==> src/hdl/ufb_pkg.sv <==
// Shared types and constants for the UDP/IPv4 frame builder.
package ufb_pkg;

   // Frame layout
   localparam int HDR_BYTES      = 42;
   localparam int HDR_IDX_W      = $clog2(HDR_BYTES);
   localparam int LEN_W          = 16;
   localparam int CSUM_W         = 16;

   localparam logic [LEN_W-1:0] MAX_PAYLOAD     = 16'd65507;
   localparam logic [LEN_W-1:0] IP_OVERHEAD     = 16'd28;
   localparam logic [LEN_W-1:0] UDP_OVERHEAD    = 16'd8;

   localparam logic [7:0]  BCAST_BYTE     = 8'hFF;
   localparam logic [15:0] ETHERTYPE_IPV4 = 16'h0800;
   localparam logic [7:0]  IP_VER_IHL     = 8'h45;
   localparam logic [15:0] IP_FLAGS_DF    = 16'h4000;
   localparam logic [7:0]  IP_TTL         = 8'd64;
   localparam logic [7:0]  IP_PROTO_UDP   = 8'd17;

   // Configuration port
   localparam int CSR_IDX_W  = 3;
   localparam int CSR_DATA_W = 48;
   localparam int MAC_W      = 48;
   localparam int IP_W       = 32;
   localparam int PORT_W     = 16;

   typedef enum logic [CSR_IDX_W-1:0] {
      CSR_SRC_MAC   = 3'd0,
      CSR_SRC_IP    = 3'd1,
      CSR_DEST_IP   = 3'd2,
      CSR_SPORT     = 3'd3,
      CSR_DPORT     = 3'd4
   } csr_idx_type;

   // Request opcodes
   typedef enum logic {
      OP_START = 1'b0,
      OP_DATA  = 1'b1
   } op_type;

   // Configured addressing fields, handed to the header mux and checksum
   typedef struct packed {
      logic [MAC_W-1:0]  src_mac;
      logic [IP_W-1:0]   src_ip;
      logic [IP_W-1:0]   dest_ip;
      logic [PORT_W-1:0] sport;
      logic [PORT_W-1:0] dport;
   } addr_cfg_type;

endpackage

==> src/hdl/ufb_req_if.sv <==
// Request channel: start-frame and payload-byte requests.
interface ufb_req_if import ufb_pkg::*; ();
   logic             valid;
   logic             ready;
   logic             op;
   logic [LEN_W-1:0] data_len;
   logic [7:0]       payload_byte;

   modport source (output valid, output op, output data_len, output payload_byte,
                   input ready);
   modport sink   (input valid, input op, input data_len, input payload_byte,
                   output ready);
endinterface

==> src/hdl/ufb_rsp_if.sv <==
// Response channel: one frame byte per handshake.
interface ufb_rsp_if ();
   logic       valid;
   logic       ready;
   logic [7:0] out_byte;
   logic       end_of_frame;
   logic       overrun;

   modport source (output valid, output out_byte, output end_of_frame, output overrun,
                   input ready);
   modport sink   (input valid, input out_byte, input end_of_frame, input overrun,
                   output ready);
endinterface

==> src/hdl/ufb_csum.sv <==
// IPv4 header checksum over the fixed fields, total length and addresses.
module ufb_csum import ufb_pkg::*; (
   input  addr_cfg_type      cfg,
   input  logic [LEN_W-1:0]  ip_len,
   output logic [CSUM_W-1:0] csum
);
   logic [19:0] sum;
   logic [16:0] fold1;
   logic [15:0] fold2;

   // Sum of 16-bit words; ID, TOS and checksum words are zero
   assign sum = 20'({IP_VER_IHL, 8'h00}) + 20'(ip_len) + 20'(IP_FLAGS_DF)
              + 20'({IP_TTL, IP_PROTO_UDP})
              + 20'(cfg.src_ip[31:16]) + 20'(cfg.src_ip[15:0])
              + 20'(cfg.dest_ip[31:16]) + 20'(cfg.dest_ip[15:0]);

   // Two end-around carry folds are enough for eight words
   assign fold1 = 17'(sum[15:0]) + 17'(sum[19:16]);
   assign fold2 = fold1[15:0] + 16'(fold1[16]);
   assign csum  = ~fold2;
endmodule

==> src/hdl/ufb_hdr_sel.sv <==
// Header byte mux: picks the wire-order header byte at a given position.
module ufb_hdr_sel import ufb_pkg::*; (
   input  logic [HDR_IDX_W-1:0] idx,
   input  addr_cfg_type         cfg,
   input  logic [LEN_W-1:0]     ip_len,
   input  logic [LEN_W-1:0]     udp_len,
   input  logic [CSUM_W-1:0]    csum,
   output logic [7:0]           hdr_byte
);
   always_comb begin
      unique case (idx) inside
         // Ethernet: broadcast destination, source MAC, EtherType
         [6'd0:6'd5]: hdr_byte = BCAST_BYTE;
         6'd6:  hdr_byte = cfg.src_mac[47:40];
         6'd7:  hdr_byte = cfg.src_mac[39:32];
         6'd8:  hdr_byte = cfg.src_mac[31:24];
         6'd9:  hdr_byte = cfg.src_mac[23:16];
         6'd10: hdr_byte = cfg.src_mac[15:8];
         6'd11: hdr_byte = cfg.src_mac[7:0];
         6'd12: hdr_byte = ETHERTYPE_IPV4[15:8];
         6'd13: hdr_byte = ETHERTYPE_IPV4[7:0];
         // IPv4 header
         6'd14: hdr_byte = IP_VER_IHL;
         6'd16: hdr_byte = ip_len[15:8];
         6'd17: hdr_byte = ip_len[7:0];
         6'd20: hdr_byte = IP_FLAGS_DF[15:8];
         6'd21: hdr_byte = IP_FLAGS_DF[7:0];
         6'd22: hdr_byte = IP_TTL;
         6'd23: hdr_byte = IP_PROTO_UDP;
         6'd24: hdr_byte = csum[15:8];
         6'd25: hdr_byte = csum[7:0];
         6'd26: hdr_byte = cfg.src_ip[31:24];
         6'd27: hdr_byte = cfg.src_ip[23:16];
         6'd28: hdr_byte = cfg.src_ip[15:8];
         6'd29: hdr_byte = cfg.src_ip[7:0];
         6'd30: hdr_byte = cfg.dest_ip[31:24];
         6'd31: hdr_byte = cfg.dest_ip[23:16];
         6'd32: hdr_byte = cfg.dest_ip[15:8];
         6'd33: hdr_byte = cfg.dest_ip[7:0];
         // UDP header, checksum left zero
         6'd34: hdr_byte = cfg.sport[15:8];
         6'd35: hdr_byte = cfg.sport[7:0];
         6'd36: hdr_byte = cfg.dport[15:8];
         6'd37: hdr_byte = cfg.dport[7:0];
         6'd38: hdr_byte = udp_len[15:8];
         6'd39: hdr_byte = udp_len[7:0];
         // TOS, ID, UDP checksum and unused codes
         default: hdr_byte = 8'h00;
      endcase
   end
endmodule

==> src/hdl/udp_ipv4_frame_builder_unit.sv <==
// Top level of the UDP/IPv4 frame builder: request stage, sequencer, response register.
//
//  channel  | dir | handshake      | payload
//  ---------+-----+----------------+-------------------------------------------
//  req_if   | in  | valid/ready    | op, data_len[15:0], payload_byte[7:0]
//  rsp_if   | out | valid/ready    | out_byte[7:0], end_of_frame, overrun
//  csr_*    | in  | csr_we         | csr_index[2:0], csr_wdata[47:0]
//
// A payload request yields one response byte per cycle while the response side
// is not stalled; a start request holds the request stage while the header counter
// walks the 42 header bytes. The first response byte passes through the request
// stage, then the response register.
// Reset clears the configuration, valid flags, header counter and frame state.
// A stalled response keeps its byte; the request stage refills in the same cycle
// that its last byte moves to the response register.
module udp_ipv4_frame_builder_unit import ufb_pkg::*; (
   input  logic                  clock,
   input  logic                  reset,
   ufb_req_if.sink               req_if,
   ufb_rsp_if.source             rsp_if,
   input  logic                  csr_we,
   input  logic [CSR_IDX_W-1:0]  csr_index,
   input  logic [CSR_DATA_W-1:0] csr_wdata
);
   localparam logic [HDR_IDX_W-1:0] HDR_LAST = HDR_IDX_W'(HDR_BYTES - 1);

   addr_cfg_type cfg_ff;

   logic                 stg_valid_ff;
   op_type               stg_op_ff;
   logic [LEN_W-1:0]     stg_len_ff;
   logic [7:0]           stg_byte_ff;
   logic [LEN_W-1:0]     len_sat_in;

   logic [HDR_IDX_W-1:0] hdr_idx_ff;
   logic [CSUM_W-1:0]    csum_ff;
   logic [CSUM_W-1:0]    csum_in;
   logic [LEN_W-1:0]     bytes_left_ff;
   logic                 frame_open_ff;

   logic                 out_valid_ff;
   logic [7:0]           out_byte_ff;
   logic                 out_eof_ff;
   logic                 out_ovr_ff;

   logic                 out_free;
   logic                 fire;
   logic                 hdr_end;
   logic                 stg_done;
   logic                 req_take;
   logic [LEN_W-1:0]     ip_len;
   logic [LEN_W-1:0]     udp_len;
   logic [7:0]           hdr_byte;
   logic                 stray;
   logic [LEN_W-1:0]     left_dec;

   // Configuration registers
   always_ff @(posedge clock) begin
      if (reset) begin
         cfg_ff <= '0;
      end else if (csr_we) begin
         case (csr_idx_type'(csr_index))
            CSR_SRC_MAC:   cfg_ff.src_mac   <= csr_wdata[MAC_W-1:0];
            CSR_SRC_IP:    cfg_ff.src_ip    <= csr_wdata[IP_W-1:0];
            CSR_DEST_IP:   cfg_ff.dest_ip   <= csr_wdata[IP_W-1:0];
            CSR_SPORT:     cfg_ff.sport     <= csr_wdata[PORT_W-1:0];
            CSR_DPORT:     cfg_ff.dport     <= csr_wdata[PORT_W-1:0];
            default: ;
         endcase
      end
   end

   // Handshake control
   assign out_free = !out_valid_ff || rsp_if.ready;
   assign fire     = stg_valid_ff && out_free;
   assign hdr_end  = (hdr_idx_ff == HDR_LAST);
   assign stg_done = fire && ((stg_op_ff == OP_DATA) || hdr_end);
   assign req_take = req_if.valid && req_if.ready;
   assign req_if.ready = !stg_valid_ff || stg_done;

   // Request stage; length saturated so the IPv4 total length fits
   assign len_sat_in = (req_if.data_len > MAX_PAYLOAD) ? MAX_PAYLOAD : req_if.data_len;

   always_ff @(posedge clock) begin
      if (reset) begin
         stg_valid_ff <= 1'b0;
      end else if (req_take) begin
         stg_valid_ff <= 1'b1;
      end else if (stg_done) begin
         stg_valid_ff <= 1'b0;
      end
   end

   always_ff @(posedge clock) begin
      if (req_take) begin
         stg_op_ff   <= op_type'(req_if.op);
         stg_len_ff  <= len_sat_in;
         stg_byte_ff <= req_if.payload_byte;
      end
   end

   // Header lengths and checksum
   assign ip_len  = stg_len_ff + IP_OVERHEAD;
   assign udp_len = stg_len_ff + UDP_OVERHEAD;

   ufb_csum u_csum (
      .cfg    (cfg_ff),
      .ip_len (ip_len),
      .csum   (csum_in)
   );

   // Checksum is latched while the first broadcast byte goes out
   always_ff @(posedge clock) begin
      if (fire && (stg_op_ff == OP_START) && (hdr_idx_ff == '0)) begin
         csum_ff <= csum_in;
      end
   end

   ufb_hdr_sel u_hdr_sel (
      .idx      (hdr_idx_ff),
      .cfg      (cfg_ff),
      .ip_len   (ip_len),
      .udp_len  (udp_len),
      .csum     (csum_ff),
      .hdr_byte (hdr_byte)
   );

   // Header counter
   always_ff @(posedge clock) begin
      if (reset) begin
         hdr_idx_ff <= '0;
      end else if (fire && (stg_op_ff == OP_START)) begin
         hdr_idx_ff <= hdr_end ? '0 : hdr_idx_ff + 1'b1;
      end
   end

   // Frame state
   assign stray    = !frame_open_ff || (bytes_left_ff == '0);
   assign left_dec = bytes_left_ff - 1'b1;

   always_ff @(posedge clock) begin
      if (reset) begin
         bytes_left_ff <= '0;
         frame_open_ff <= 1'b0;
      end else if (fire) begin
         if (stg_op_ff == OP_START) begin
            if (hdr_end) begin
               bytes_left_ff <= stg_len_ff;
               frame_open_ff <= (stg_len_ff != '0);
            end
         end else if (!stray) begin
            bytes_left_ff <= left_dec;
            frame_open_ff <= (left_dec != '0);
         end
      end
   end

   // Response register
   always_ff @(posedge clock) begin
      if (reset) begin
         out_valid_ff <= 1'b0;
      end else if (fire) begin
         out_valid_ff <= 1'b1;
      end else if (rsp_if.ready) begin
         out_valid_ff <= 1'b0;
      end
   end

   always_ff @(posedge clock) begin
      if (fire) begin
         if (stg_op_ff == OP_START) begin
            out_byte_ff <= hdr_byte;
            out_eof_ff  <= hdr_end && (stg_len_ff == '0);
            out_ovr_ff  <= 1'b0;
         end else if (stray) begin
            out_byte_ff <= 8'h00;
            out_eof_ff  <= 1'b0;
            out_ovr_ff  <= 1'b1;
         end else begin
            out_byte_ff <= stg_byte_ff;
            out_eof_ff  <= (left_dec == '0);
            out_ovr_ff  <= 1'b0;
         end
      end
   end

   assign rsp_if.valid        = out_valid_ff;
   assign rsp_if.out_byte     = out_byte_ff;
   assign rsp_if.end_of_frame = out_eof_ff;
   assign rsp_if.overrun      = out_ovr_ff;

   // Checks
   a_ovr_clean: assert property (@(posedge clock) disable iff (reset)
      (out_valid_ff && out_ovr_ff) |-> (out_byte_ff == 8'h00) && !out_eof_ff)
      else $error("overrun response carries data or end of frame");

   a_hdr_owner: assert property (@(posedge clock) disable iff (reset)
      (hdr_idx_ff != '0) |-> (stg_valid_ff && (stg_op_ff == OP_START)))
      else $error("header counter running without a start request");

   a_hdr_range: assert property (@(posedge clock) disable iff (reset)
      hdr_idx_ff <= HDR_LAST)
      else $error("header counter past last header byte");

   a_open_count: assert property (@(posedge clock) disable iff (reset)
      frame_open_ff == (bytes_left_ff != '0))
      else $error("frame open flag disagrees with byte count");

   a_hdr_hold: assert property (@(posedge clock) disable iff (reset)
      (stg_valid_ff && (stg_op_ff == OP_START) && !hdr_end) |=> stg_valid_ff)
      else $error("start request left the stage before its header finished");
endmodule

==> src/flat_wrapper.sv <==
// flat-port wrapper written by rule: the top's interface ports become plain ports
module udp_ipv4_frame_builder_unit_flat import ufb_pkg::*;
  (clock, reset, csr_we, csr_index, csr_wdata, req_if_valid, req_if_op, req_if_data_len, req_if_payload_byte, req_if_ready, rsp_if_valid, rsp_if_out_byte, rsp_if_end_of_frame, rsp_if_overrun, rsp_if_ready);
  ufb_req_if req_if_i ();
  ufb_rsp_if rsp_if_i ();
  input  logic clock;
  input  logic reset;
  input  logic csr_we;
  input  logic [CSR_IDX_W-1:0] csr_index;
  input  logic [CSR_DATA_W-1:0] csr_wdata;
  input wire logic [$bits(req_if_i.valid)-1:0] req_if_valid;
  input wire logic [$bits(req_if_i.op)-1:0] req_if_op;
  input wire logic [$bits(req_if_i.data_len)-1:0] req_if_data_len;
  input wire logic [$bits(req_if_i.payload_byte)-1:0] req_if_payload_byte;
  output wire logic [$bits(req_if_i.ready)-1:0] req_if_ready;
  output wire logic [$bits(rsp_if_i.valid)-1:0] rsp_if_valid;
  output wire logic [$bits(rsp_if_i.out_byte)-1:0] rsp_if_out_byte;
  output wire logic [$bits(rsp_if_i.end_of_frame)-1:0] rsp_if_end_of_frame;
  output wire logic [$bits(rsp_if_i.overrun)-1:0] rsp_if_overrun;
  input wire logic [$bits(rsp_if_i.ready)-1:0] rsp_if_ready;
  assign req_if_i.valid = req_if_valid;
  assign req_if_i.op = req_if_op;
  assign req_if_i.data_len = req_if_data_len;
  assign req_if_i.payload_byte = req_if_payload_byte;
  assign req_if_ready = req_if_i.ready;
  assign rsp_if_valid = rsp_if_i.valid;
  assign rsp_if_out_byte = rsp_if_i.out_byte;
  assign rsp_if_end_of_frame = rsp_if_i.end_of_frame;
  assign rsp_if_overrun = rsp_if_i.overrun;
  assign rsp_if_i.ready = rsp_if_ready;
  udp_ipv4_frame_builder_unit u_core (.clock(clock), .reset(reset), .req_if(req_if_i), .rsp_if(rsp_if_i), .csr_we(csr_we), .csr_index(csr_index), .csr_wdata(csr_wdata));
endmodule
==> config.mk <==
export PLATFORM = sky130hd
export DESIGN_NAME = udp_ipv4_frame_builder_unit_flat
export DESIGN_NICKNAME = d
export VERILOG_FILES = /design/src/hdl/ufb_pkg.sv /design/src/hdl/ufb_req_if.sv /design/src/hdl/ufb_rsp_if.sv /design/src/hdl/ufb_csum.sv /design/src/hdl/ufb_hdr_sel.sv /design/src/hdl/udp_ipv4_frame_builder_unit.sv /design/src/flat_wrapper.sv
export SDC_FILE = /design/constraint.sdc
export NUM_CORES = 1
export LEC_CHECK = 0
export BUFFER_PORTS_ARGS = -buffer_cell sky130_fd_sc_hd__buf_2
export CAP_MARGIN = 20
export CORE_MARGIN = 1
export CORE_UTILIZATION = 35
export DETAILED_ROUTE_END_ITERATION = 8
export GPL_TIMING_DRIVEN = 0
export SLEW_MARGIN = 25
export SYNTH_ARGS = -nofsm -noshare
export SYNTH_HDL_FRONTEND = slang
export SYNTH_SLANG_ARGS = --single-unit
==> constraint.sdc <==
create_clock -name clock -period 9.3 [get_ports clock]
set_input_delay 1.395 -clock clock [delete_from_list [all_inputs] [get_ports clock]]
set_output_delay 1.395 -clock clock [all_outputs]
set_load 0.01 [all_outputs]
**Word-level counts from Yosys, hierarchy flattened**

Index checks and enable logic that the tools add are counted.

- Bits in registers: 220
- Bits of input ports: 81
- Word-level logic and storage cells: 118

- $add $sub $neg: 13
- Bitwise logic cells: 2
- $lt $le $gt $ge: 3
- Reduce and logical (&&, ||, !) cells: 31
- Mux-type cells: 17
- Eq/ne operators: 35

Operators by type and width:

| kind | count |
|---|---|
| $pmux W8 S29 | 1 |
| $add A20 B16 Y20 | 4 |
| $eq A6 B5 Y1 const B | 13 |
| $eq A6 B6 Y1 const B | 9 |
| $logic_not A16 Y1 | 3 |
| $mux W16 | 3 |
| $add A20 B15 Y20 const B | 2 |
| $eq A6 B4 Y1 const B | 6 |
| $reduce_bool A16 Y1 | 2 |
| $add A15 B16 Y17 const A | 1 |
| $add A16 B4 Y17 | 1 |
| $add A16 B1 Y16 | 1 |
| $add A16 B4 Y16 const B | 1 |
| $add A16 B5 Y16 const B | 1 |
| $gt A16 B16 Y1 const B | 1 |
| $mux W8 | 2 |
| $not A16 Y16 | 1 |
| $sub A16 B1 Y16 const B | 1 |
| $eq A6 B3 Y1 const B | 2 |
| $mux W1 | 10 |
| $reduce_and A2 Y1 | 5 |
| $logic_and A1 B1 Y1 | 7 |
| $add A6 B1 Y6 const B | 1 |
| $eq A3 B2 Y1 const B | 2 |
| other kinds (14) | 21 |

**Logic depth before layout (Yosys ltp)**

Gate-level depths: netlist of the first run.

- Word-level depth: 11
- Gate-level depth with buffers: 42

**Modules after synthesis**

A second synthesis of the first run with hierarchy kept.

- Cell total of the unflattened synthesis: 1,663
- Area total of the unflattened synthesis: 13,691.9 sq um

Modules (own cells, without submodules):

| module | cells an instance | area an instance (sq um) | seq. area each (sq um) | times used |
|---|---|---|---|---|
| udp_ipv4_frame_builder_unit | 1,013 | 8,819.7 | 4,914.7 | 1 |
| ufb_csum | 391 | 3,116.7 | 0.0 | 1 |
| ufb_hdr_sel | 259 | 1,755.4 | 0.0 | 1 |

**Least setup slack after synthesis of the first run**

No wires, ideal clock.

- Kind: register -> register
- Start: reg u_core.stg_len_ff[2]
- End: reg u_core.csum_ff[6], data pin
- Arrival time: 8.162 ns
- Path slack: 0.880 ns
- Stages on the path, launching flop included: 40
- Period minus slack after synthesis: 8.420 ns
- Cell sequence: edfxtp_1 -> inv_1 -> ha_1 -> nand2b_1 -> nand2_1 -> nor2_1 -> xnor2_1 -> inv_1 -> ha_1 -> xor2_1 -> fa_1 -> inv_1 -> fa_1 -> inv_1 -> fa_1 -> ha_1 -> clkbuf_1 -> a21o_1 -> [4 not listed] -> a21o_1 -> a21o_1 -> a21oi_1 -> xor2_1 -> fa_1 -> nor2b_1 -> nor2_1 -> or2_2 -> nor2_1 -> and3_2 -> nand2_1 -> nor4_1 -> ha_1 -> nor2b_1 -> nand2_1 -> o41ai_1 -> nand2_1 -> xor2_1

- Cells in the longest elaborated chain, start to end: 11

RTL lines:

| item | line | RTL |
|---|---|---|
| start: declaration | udp_ipv4_frame_builder_unit.sv:31 | `logic [LEN_W-1:0] stg_len_ff;` |
| start signal: assignment | udp_ipv4_frame_builder_unit.sv:97 | `stg_len_ff <= len_sat_in;` |
| $add A16 B5 Y16 | udp_ipv4_frame_builder_unit.sv:103 | `assign ip_len = stg_len_ff + IP_OVERHEAD;` |
| $add A15 B16 Y17 | ufb_csum.sv:12 | `assign sum = 20'({IP_VER_IHL, 8'h00}) + 20'(ip_len) + 20'(IP_FLAGS_DF)` |
| $add A20 B15 Y20 | ufb_csum.sv:12 |  |
| $add A20 B15 Y20 | ufb_csum.sv:13 | `+ 20'({IP_TTL, IP_PROTO_UDP})` |
| $add A20 B16 Y20 (2 in a row) | ufb_csum.sv:14 | `+ 20'(cfg.src_ip[31:16]) + 20'(cfg.src_ip[15:0])` |
| $add A20 B16 Y20 (2 in a row) | ufb_csum.sv:15 | `+ 20'(cfg.dest_ip[31:16]) + 20'(cfg.dest_ip[15:0]);` |
| $add A16 B4 Y17 | ufb_csum.sv:18 | `assign fold1 = 17'(sum[15:0]) + 17'(sum[19:16]);` |
| $add A16 B1 Y16 | ufb_csum.sv:19 | `assign fold2 = fold1[15:0] + 16'(fold1[16]);` |
| $not A16 Y16 | ufb_csum.sv:20 | `assign csum = ~fold2;` |
| net u_core.csum_in[6] | udp_ipv4_frame_builder_unit.sv:37 | `logic [CSUM_W-1:0] csum_in;` |
| end signal: assignment | udp_ipv4_frame_builder_unit.sv:115 | `csum_ff <= csum_in;` |
| end: declaration | udp_ipv4_frame_builder_unit.sv:36 | `logic [CSUM_W-1:0] csum_ff;` |

The timed path passes the listed nets, and every way through them passes these cells.
A chain may end at the register's enable or synchronous reset.

**Final worst setup path of the first run**

- Start: reg u_core.stg_len_ff[3]
- End: reg u_core.csum_ff[15], data pin

The elaborated chain is that of the path after synthesis.

==> results of run 1 <==
-- cells by family after synthesis --
group / share of synthesized area
DFF: 0.368
AOI/OAI and AO/OA: 0.201
adders and majority gates: 0.121
and+or+nand+nor: 0.213
muxes: 0.00159
xor gates and xnor gates: 0.0341
buffers and inverters: 0.0618
-- flip-flops by register name, summed over array words and instances (netlist names) --
name / count
u_core.stg_valid_ff: 1
u_core.rsp_if.end_of_frame: 1
u_core.hdr_idx_ff: 6
u_core.stg_len_ff: 16
u_core.rsp_if.valid: 1
u_core.frame_open_ff: 1
u_core.rsp_if.out_byte: 8
u_core.bytes_left_ff: 16
u_core.cfg_ff: 144
u_core.stg_op_ff: 1
u_core.rsp_if.overrun: 1
u_core.csum_ff: 16
u_core.stg_byte_ff: 8
-- synth_stat cells, types with 4 or more instances --
master      n
buf_2       8
a21o_1     16
a211oi_1   10
o22ai_1    15
buf_4       6
o31ai_1     4
xor2_1     27
or2_2       6
a22oi_1    34
inv_1      92
nor2b_1     9
a31oi_1     6
nand3_1    31
xnor2_1    25
and3_1     28
o21ai_0    30
a22o_1     26
and2_1      7
nand2_1   365
nor2_1     73
fa_1       49
ha_1       51
a21boi_0    4
o32ai_1     4
nand4b_1    4
a221oi_1   24
and4_1      4
nand2b_1   12
nor4_1     11
nand4_1    25
o21a_1      4
o211ai_1    7
a21oi_1   189
edfxtp_1   51
clkbuf_1   98
dfxtp_1   169
nor3_1     22
-- layout by cell type (no fill, tap or decap), drive strengths merged, types with 4 or more instances in the layout --
| master | count |
|---|---|
| ha | 51 |
| a21o | 16 |
| and4 | 4 |
| inv | 95 |
| xor2 | 27 |
| a31oi | 7 |
| nor2 | 75 |
| and2 | 8 |
| nor2b | 10 |
| a21boi | 5 |
| nand4b | 4 |
| and3 | 30 |
| edfxtp | 51 |
| clkbuf | 128 |
| nor3 | 25 |
| a211oi | 10 |
| nand2b | 12 |
| a22oi | 34 |
| a21oi | 190 |
| dfxtp | 169 |
| nand3 | 31 |
| a22o | 26 |
| o31ai | 5 |
| xnor2 | 25 |
| fa | 49 |
| clkinv | 10 |
| o21a | 4 |
| nand4 | 25 |
| buf | 125 |
| or2 | 6 |
| nor3b | 4 |
| nor4 | 13 |
| o211ai | 7 |
| a2111oi | 5 |
| nand2 | 365 |
| o21ai | 34 |
| a221oi | 25 |
| o22ai | 15 |
| o32ai | 4 |
-- per-stage QoR --
stage / setup WS, ps / hold WS (ps) / setup TNS (ps)
floorplan: 880 / 436 / 0
global placement: -614 / 442 / -4380
detailed placement: -734 / 446 / -5550
CTS: 35.9 / 455 / 0
global route: -2.67 / 471 / -2.67
finish: 482 / 457 / 0
-- worst register-to-register path, delay by kind of cell, from the launching register on --
kind            cells  cell delay [ps]
fa+ha+maj           7             2800
simple gates       13             2230
compound gates     11             2050
xor+xnor            4              790
flops               1              410
buf+inv             4              380
-- final timing paths --
check                  startpoint                  to  slack [ps]  cells past startpoint
min            u_core.cfg_ff[123]  u_core.cfg_ff[123]         460                      2
min reg2reg    u_core.cfg_ff[123]  u_core.cfg_ff[123]         460                      2
max          u_core.stg_len_ff[3]  u_core.csum_ff[15]         480                     39
max reg2reg  u_core.stg_len_ff[3]  u_core.csum_ff[15]         480                     39
-- report_power, final --
part | switching, mW | internal, mW
clock network | 0.450 | 0.654
registers | 0.0330 | 1.02
logic | 0.345 | 0.204
-- routing by layer --
metal  part of all wire  track usage  vias to the layer above
met5                  0            0                        -
li1                   -            -                     5919
met3              0.088       0.0454                      147
met4              0.046        0.115                        0
met1               0.42        0.349                     6127
met2               0.45        0.411                      660
-- repair_timing --
item / 4_1_cts / 5_1_grt
setup buffers: 1 / 13
pin swaps: 0 / 5
setup endpoints to repair: 13 / 13
resized for setup: 15 / 14
hold endpoints to repair: 0 / 0
hold buffers: 0 / 0
-- cell type report --
class | instances | area (um2)
Clock buffer | 35 | 746
Multi-Input combinational cell | 1192 | 7770
Fill cell | 3887 | 22000
Clock inverter | 15 | 175
Inverter | 93 | 349
Tap cell | 511 | 639
Buffer | 110 | 454
Timing Repair Buffer | 108 | 604
Sequential cell | 220 | 4910
==> out/metrics.cfg, run 1 <==
[synthesis]
synth_edf_count=51
synth_ff_type=dfxtp_1
ys_ff_latch=220
yosysSeqAreaShare=0.368
synthCells=1621
async_reset_ff_frac=0
synth_nets=1802
yosysTopAreaCellShare=0.253
syn-cell-area_um2=13400
synthTopCellsByArea=dfxtp_1, edfxtp_1, nand2_1
yosysUniqueCellTypes=86
yosys_warnings=0
synth_top_area_cell=dfxtp_1
postSynthAreaPerCell_um2=8.25

[placement]
portBuffers=92
dpl_cell_area_um2=14500
finalWeightedCongestion=1.02
dp_hpwl_um=39100
dp.cells=2226

[worst_setup_path]
arrival_ps=9210
cpMostUsedCell=a21o_1
crit_buf_inv=4
cp_top_family=adder cells
slowest_stage=fa_1
crit_path_start_kind=flop
cp-end-kind=flop
required_ps=9690
setup.worst_path.class=flop to flop
cp_max_fo=8
critPathMaxStageDelay_ps=560

[routing]
ant_nets=0
drtIter0Drc=1470
routedWlPerCell_um=22.2
routed_wl_um=50800
drc=0
first_pass_iters=6
viasPerCell=5.63
vias=12853

[die]
die-area_um2=39000
die_width_um=197
io_pins=93
dieHeight_um=197
start_util=0.355
rows=71
core_area_um2=37700

[power_and_ir_drop]
p_leak_nw=6.00
powerDensity_nw_per_um2=173
p_total_mw=2.71
ir_drop_v=0.000120

[timing]
final_hold_viol_count=0
setup_violations=0
drv_slew=0
layout_min_cycle_time_ps=8820
fin_worst_skew_ps=10.1
period_share=0.948
worstMarginPinSlew_ps=1070
slew_headroom=0.278
fmax_mhz=113

[status]
outcome=complete, no violations

[hold_path]
hp-class=flop to flop

[finish]
layout.nets=1933
diodes=0
fin_cells=2284
fin_area_um2=15700
postLayoutCoreUtil=0.416
area_growth_pct=17.1
drive_gt1_frac=0.125

[clock_network]
cts_tree=yes
clock_path_buffers=3
h-tree-depth=1
clock_tree.root_cell=clkbuf_16
clk_pin_slew_ps=70
clock-sinks=220
worstSkewPairLatency_ps=570
numCtsBuffers=27

[grt]
first_global_vias=12130
grt_antenna_before_repair=2
grtUsageTotal=0.261
grt_max_degree=18
overflow=0
grt_pass1_wl_um=75800

[job]
cap_viol_max_count=0

(Power assumes the default switching activity.)
==> inputs of run 2 (changes only) <==
--- a/config.mk
+++ b/config.mk
@@ -5,7 +5,7 @@
 export SDC_FILE = /design/constraint.sdc
 export NUM_CORES = 1
 export LEC_CHECK = 0
-export BUFFER_PORTS_ARGS = -buffer_cell sky130_fd_sc_hd__buf_2
+export BUFFER_PORTS_ARGS = -buffer_cell sky130_fd_sc_hd__buf_4
 export CAP_MARGIN = 20
 export CORE_MARGIN = 1
 export CORE_UTILIZATION = 35
@@ -14,4 +14,5 @@
 export SLEW_MARGIN = 25
 export SYNTH_ARGS = -nofsm -noshare
 export SYNTH_HDL_FRONTEND = slang
+export SYNTH_HIERARCHICAL = 1
 export SYNTH_SLANG_ARGS = --single-unit
==> run 2 against run 1 <==
Critical path depth rose by 1; register-to-register slack worse by 70 ps; final area rose by 4.8%; sequential share of layout area shrank 1.4 points; first-iteration DRC count decreased by 16%; via count grew 1.6%; non-clock buffer count unchanged; die area increased by 2.4%; largest power group unchanged; highest routed layer unchanged.
==> out/metrics.cfg, run 2 <==
[synthesis]
synth_edf_count=51  ; unchanged
async_reset_ff_frac=0  ; unchanged
synthAdderAreaFrac=0.115  ; -0.00650
synthXorXnorAreaFrac=0.0397  ; +0.00560
synthMuxAreaShare=0.0175  ; +0.0160
synth_top_family_by_area=simple AND/OR/NAND/NOR gates
yosysUniqueCellTypes=90  ; +4.7%
synth_nets=1840  ; +2.1%
synth_ff_type=dfxtp_1
yosysTopAreaCellShare=0.247  ; -0.00594
synthCells=1663  ; +2.6%
synth_top_area_cell=dfxtp_1
synthTopCellsByArea=dfxtp_1, edfxtp_1, nand2_1
synth_commonest_cells=nand2_1, a21oi_1, dfxtp_1
syn-cell-area_um2=13700  ; +2.4%
ys_ff_latch=220  ; unchanged
synth_most_common_cell=nand2_1
synth_compound_area_frac=0.176  ; -0.0244
postSynthAreaPerCell_um2=8.23  ; -0.18%
yosysSeqAreaShare=0.359  ; -0.00863
yosys_warnings=6  ; +6
synth-simple-area-share=0.215  ; +0.00212

[power_and_ir_drop]
powerDensity_nw_per_um2=170  ; -1.5%
p_comb_frac=0.202  ; about the same
switching_share=0.298  ; -0.00830
p_leak_nw=6.25  ; +4.3%
power_switching_uw=832  ; +0.48%
pwr-share-clk=0.421  ; +0.013
p_seq_frac=0.377  ; -0.012
ir_drop_v=0.000136  ; +14%
p_int_mw=1.96  ; +4.5%

[routing]
drtIter0Drc=1231  ; -16%
vias=13055  ; +1.6%
viasPerCell=5.56  ; -1.1%
drc=0  ; unchanged
routed_wl_um=54700  ; +7.7%
first_pass_iters=5  ; -1
routedWlPerCell_um=23.3  ; +4.9%
ant_nets=0  ; unchanged

[timing]
hold_slack_ps=452  ; -4.71 ps
final_hold_viol_count=0  ; unchanged
worstMarginPinSlew_ps=924  ; -150 ps
layout_min_cycle_time_ps=8890  ; +72.4 ps
drv_slew=0  ; unchanged
period_share=0.956  ; +0.00779
fmax_mhz=112  ; -0.81%
setup_violations=0  ; unchanged
slew_headroom=0.384  ; +0.106
fin_worst_skew_ps=10.2  ; +0.111 ps

[hold_path]
hp-class=flop to flop
hold_depth=2  ; unchanged

[finish]
largest_reg_flops=144  ; unchanged
postLayoutCoreUtil=0.425  ; +0.00907
fillCellCount=3849  ; -0.98%
layout.nets=1982  ; +2.5%
drive_gt1_frac=0.147  ; +0.0216
final_common_cell=nand2_1
top_register=u_core/cfg_ff
fin_cells=2346  ; +2.7%
final_cell_mix=nand2_1, a21oi_1, dfxtp_1, inv_1, buf_4
area_growth_pct=19.9

[clock_network]
cts_tree=yes
holdBufCountCts=0  ; unchanged
clock_tree.root_cell=clkbuf_16
h-tree-depth=1  ; unchanged
clock_path_buffers=3  ; unchanged
clock-sinks=220  ; unchanged
numCtsBuffers=27  ; unchanged
worstSkewPairLatency_ps=580  ; about the same
clk_pin_slew_ps=60  ; about the same

[die]
io_pins=93  ; unchanged
die-area_um2=39900  ; +2.4%
die_width_um=200  ; +1.2%
start_util=0.354  ; -0.000689
dieHeight_um=200  ; +1.2%
core_area_um2=38600  ; +2.6%
rows=72  ; +1.4%

[placement]
finalWeightedCongestion=0.995  ; -2.0%
dp.cells=2274  ; +2.2%
dp_hpwl_um=42900  ; +9.8%
portBuffers=92  ; unchanged

[grt]
grt_max_degree=26  ; +8
grt_pass1_wl_um=79500  ; +4.9%
grt_antenna_before_repair=1  ; -1
overflow=0  ; unchanged
first_global_vias=12207  ; +0.63%
grtUsageTotal=0.274  ; +0.0129

[worst_setup_path]
setup.worst_path.class=flop to flop
cp-end-kind=flop
cp_max_fo=6  ; -2
arrival_ps=9190  ; -20 ps
required_ps=9600  ; -90 ps
critPathMaxStageDelay_ps=550  ; about the same
slowest_stage=fa_1
ff2ff_path_depth=40  ; +2.6%
crit_path_start_kind=flop

[status]
outcome=complete, no violations

[job]
cap_viol_max_count=0  ; unchanged

run 2: cell types whose count changed in the layout (fill, tap and decap cells not counted), sizes merged, moves of 11 or more:
cell    change
nand2      -16
mux2i      +14
inv        +67
a221oi     -20
clkbuf     -17
buf        +20
a22o       -13
a32oi      +19
or3        +11
run 2: metrics by stage:
stage / worst slack [ps] / setup TNS [ps] / total power [mW] / cell area (um2)
floorplan: 515 / 0 / 1.42 / 13700
global route: -20.5 / -20.5 / 2.91 / 16400
global placement: -764 / -3020 / 1.59 / 15000
finish: 409 / 0 / 2.80 / 16400
detailed placement: -898 / -4220 / 1.60 / 15100
CTS: 112 / 0 / 2.78 / 16100
run 2: worst max-delay path: cells and delay by family, from the launching register on:
family	cells	cell delay [ps]
adders and majority gates	8	2860
buffers and inverters	6	420
DFF	1	410
and+or+nand+nor	17	3260
xor gates and xnor gates	3	530
AOI/OAI and AO/OA	6	1140
run 2: logic make-up after synthesis:
kind of cell / after synthesis
buffers and inverters: 264
AO/OA/AOI/OAI: 378
AND/OR/NAND/NOR: 620
multiplexers: 23
flip-flops: 220
adder cells (fa/ha/maj): 96
XOR/XNOR: 62
run 2: final cells by class:
| class | count | area [um2] | area share |
|---|---|---|---|
| Sequential cell | 220 | 4910 | 0.299 |
| Multi-Input combinational cell | 1179 | 7900 | 0.481 |
| Timing Repair Buffer | 119 | 891 | 0.0543 |
| Antenna cell | 2 | 5.00 | 0.000305 |
| Clock inverter | 12 | 201 | 0.0123 |
| Inverter | 159 | 599 | 0.0365 |
| Clock buffer | 38 | 812 | 0.0495 |
| Buffer | 99 | 443 | 0.0270 |
| Tap cell | 518 | 648 | 0.0395 |
run 2: worst paths after layout:
kind | start | endpoint | slack [ps]
worst max-delay path | u_core/stg_len_ff[3] | u_core/csum_ff[15] | 410
worst max register to register | u_core/stg_len_ff[3] | u_core/csum_ff[15] | 410
worst min-delay path | u_core/cfg_ff[97] | u_core/cfg_ff[97] | 450
worst min register to register | u_core/cfg_ff[97] | u_core/cfg_ff[97] | 450
run 2: timing repair:
| action | 4_1_cts | 5_1_grt |
|---|---|---|
| gates resized for setup | 11 | 31 |
| setup buffers | 6 | 20 |
| endpoints found under the setup margin | 9 | 6 |
| pin swaps | 2 | 10 |
run 2: metal layers:
metal	share of wire	vias to the layer above	wire, um	track usage
li1	-	5986	-	-
met1	0.44	6351	23900	0.385
met2	0.45	613	24700	0.434
met3	0.078	105	4250	0.0339
met4	0.033	0	1820	0.0913
met5	0	-	0	0
run 2: power by group through the flow:
stage               registers, mW  clock network, mW  logic (mW)
floorplan                    1.06                  0       0.360
global placement             1.07                  0       0.522
detailed placement           1.07                  0       0.528
CTS                          1.05               1.19       0.537
global route                 1.05               1.23       0.622
finish                       1.05               1.18       0.565
==> inputs of run 3 (changes only) <==
==> constraint.sdc (replaced) <==
create_clock -name clock -period 9.84 [get_ports clock]
set_input_delay 1.476 -clock clock [delete_from_list [all_inputs] [get_ports clock]]
set_output_delay 1.476 -clock clock [all_outputs]
set_load 0.01 [all_outputs]
==> run 3 against run 2 <==
Sequential cell count is the same; register-to-register slack gained 250 ps; first-iteration DRC count grew 16%; largest cell class unchanged.
==> out/metrics.cfg, run 3 (synthesized netlist as in run 2, its figures left out) <==
[status]
outcome=complete, no violations

[hold_path]
hold_depth=2  ; unchanged
hp-class=flop to flop
min-delay-start=u_core/cfg_ff[97]

[timing]
drv_slew=0  ; unchanged
period_share=0.933  ; -0.0228
setup_violations=0  ; unchanged
slew_headroom=0.387  ; +0.00277
layout_min_cycle_time_ps=9180  ; +292 ps
worstMarginPinSlew_ps=920  ; -4.15 ps
fmax_mhz=109  ; -3.2%
fin_worst_skew_ps=7.97  ; -2.21 ps
rsz0062_at_grt=no
setup_ws_ps=658  ; +248 ps
hold_slack_ps=452  ; -0.0540 ps
final_hold_viol_count=0  ; unchanged

[power_and_ir_drop]
p_comb_frac=0.196  ; -0.006
ir_drop_v=0.000128  ; -5.9%
powerDensity_nw_per_um2=162  ; -5.0%
p_seq_frac=0.380  ; +0.003
p_leak_nw=6.18  ; -1.3%
p_int_mw=1.85  ; -6.0%
power_switching_uw=777  ; -6.6%
p_total_mw=2.62  ; -6.2%
switching_share=0.296  ; -0.00131
pwr-share-clk=0.424  ; +0.003

[die]
io_pins=93  ; unchanged
die_width_um=200  ; unchanged
core_area_um2=38600  ; unchanged
start_util=0.354  ; unchanged
die-area_um2=39900  ; unchanged
rows=72  ; unchanged
dieHeight_um=200  ; unchanged

[finish]
fin_area_um2=16200  ; -1.3%
fillCellCount=3855  ; +0.16%
regArea_um2=4910  ; unchanged
area_growth_pct=18.4
final_cell_mix=nand2_1, a21oi_1, dfxtp_1, inv_1, buf_4
top_register=u_core/cfg_ff
layout.nets=1968  ; -0.71%
largest_reg_flops=144  ; unchanged
multi_input_area_um2=7810  ; -1.2%
final_common_cell=nand2_1
drive_gt1_frac=0.129  ; -0.0182
postLayoutCoreUtil=0.419  ; -0.00531

[worst_setup_path]
cp_max_fo=6  ; unchanged
required_ps=10140  ; +540 ps
critPathMaxStageDelay_ps=560  ; about the same
crit_path_start_kind=flop
crit_path_start=u_core/stg_len_ff[4]
rr_startpoint=u_core/stg_len_ff[4]
ff2ff_path_depth=40  ; unchanged
cp_num_cells=40  ; unchanged
setup.worst_path.class=flop to flop
crit_buf_inv=6  ; unchanged
cp_top_family=simple AND/OR/NAND/NOR gates
slowest_stage=fa_1
cpMostUsedCell=inv_1
cp-end-kind=flop
arrival_ps=9480  ; +290 ps

[clock_network]
worstSkewPairLatency_ps=580  ; about the same
clk_pin_slew_ps=60  ; about the same
numCtsBuffers=27  ; unchanged
clock_path_buffers=3  ; unchanged
cts_tree=yes
clock_tree.root_cell=clkbuf_16
h-tree-depth=1  ; unchanged
clock-sinks=220  ; unchanged

[grt]
grt.met1_usage=0.384  ; -0.00120
grtUsageTotal=0.273  ; -0.000518
grt_pass1_wl_um=79300  ; -0.35%
grt_max_degree=26  ; unchanged
overflow=0  ; unchanged
grt_antenna_before_repair=1  ; unchanged
use_met2=0.434  ; unchanged
use_met3=0.0333  ; -0.000672
first_global_vias=12159  ; -0.39%
grt-busiest-layer=met2

[placement]
finalWeightedCongestion=0.995  ; unchanged
dpl_cell_area_um2=15100  ; unchanged
dp_hpwl_um=42900  ; unchanged
portBuffers=92  ; unchanged
dp_slack_ps=-358  ; +540 ps

[routing]
routed_wl_um=54400  ; -0.56%
routedWlPerCell_um=23.3  ; about the same
first_pass_iters=5  ; unchanged
viasPerCell=5.56  ; about the same
vias=12975  ; -0.61%
drtIter0Drc=1427  ; +16%
drc=0  ; unchanged
ant_nets=0  ; unchanged

[job]
cap_viol_max_count=0  ; unchanged

[run 3: stage by stage]
step,setup TNS (ps),std cells
finish,0,2332
global route,0,2330
CTS,0,2322
detailed placement,-866,2274
global placement,-399,2273
floorplan,0,1663
[run 3: power by group through the flow]
stage | registers, mW | clock network, mW | logic [mW]
floorplan | 0.997 | 0 | 0.340
global placement | 1.01 | 0 | 0.493
detailed placement | 1.01 | 0 | 0.499
CTS | 0.994 | 1.13 | 0.504
global route | 0.997 | 1.16 | 0.569
finish | 0.996 | 1.11 | 0.515
[run 3: tightest hold or removal path: stages (launching register included)]
cell	delay [ps]
dfxtp_1	300
nand2_1	50
a21oi_1	50
[run 3: final timing paths]
path / endpoint / slack (ps)
max: u_core/csum_ff[15] / 660
max reg2reg: u_core/csum_ff[15] / 660
min: u_core/cfg_ff[97] / 450
min reg2reg: u_core/cfg_ff[97] / 450
[run 3: metal layers]
metal | routed length, um | vias up | part of all wire
li1 | - | 5956 | -
met1 | 23600 | 6315 | 0.43
met2 | 24400 | 601 | 0.45
met3 | 4490 | 103 | 0.083
met4 | 1860 | 0 | 0.034
met5 | 0 | - | 0
[run 3: cell type report]
type,instances,share of cell area
buffer,101,0.0278
timing repair buffer,103,0.0475
sequential,220,0.303
clock buffer,38,0.0501
antenna,2,0.000309
multi-input combinational,1179,0.482
inverter,159,0.0370
tap,518,0.0400
clock inverter,12,0.0124
[run 3: timing repair]
item / in CTS / in global routing
setup buffers: 0 / 10
resized for setup: 6 / 13
hold endpoints to repair: 0 / 0
pin swaps: 0 / 3
hold buffers: 0 / 0
setup endpoints to repair: 4 / 9
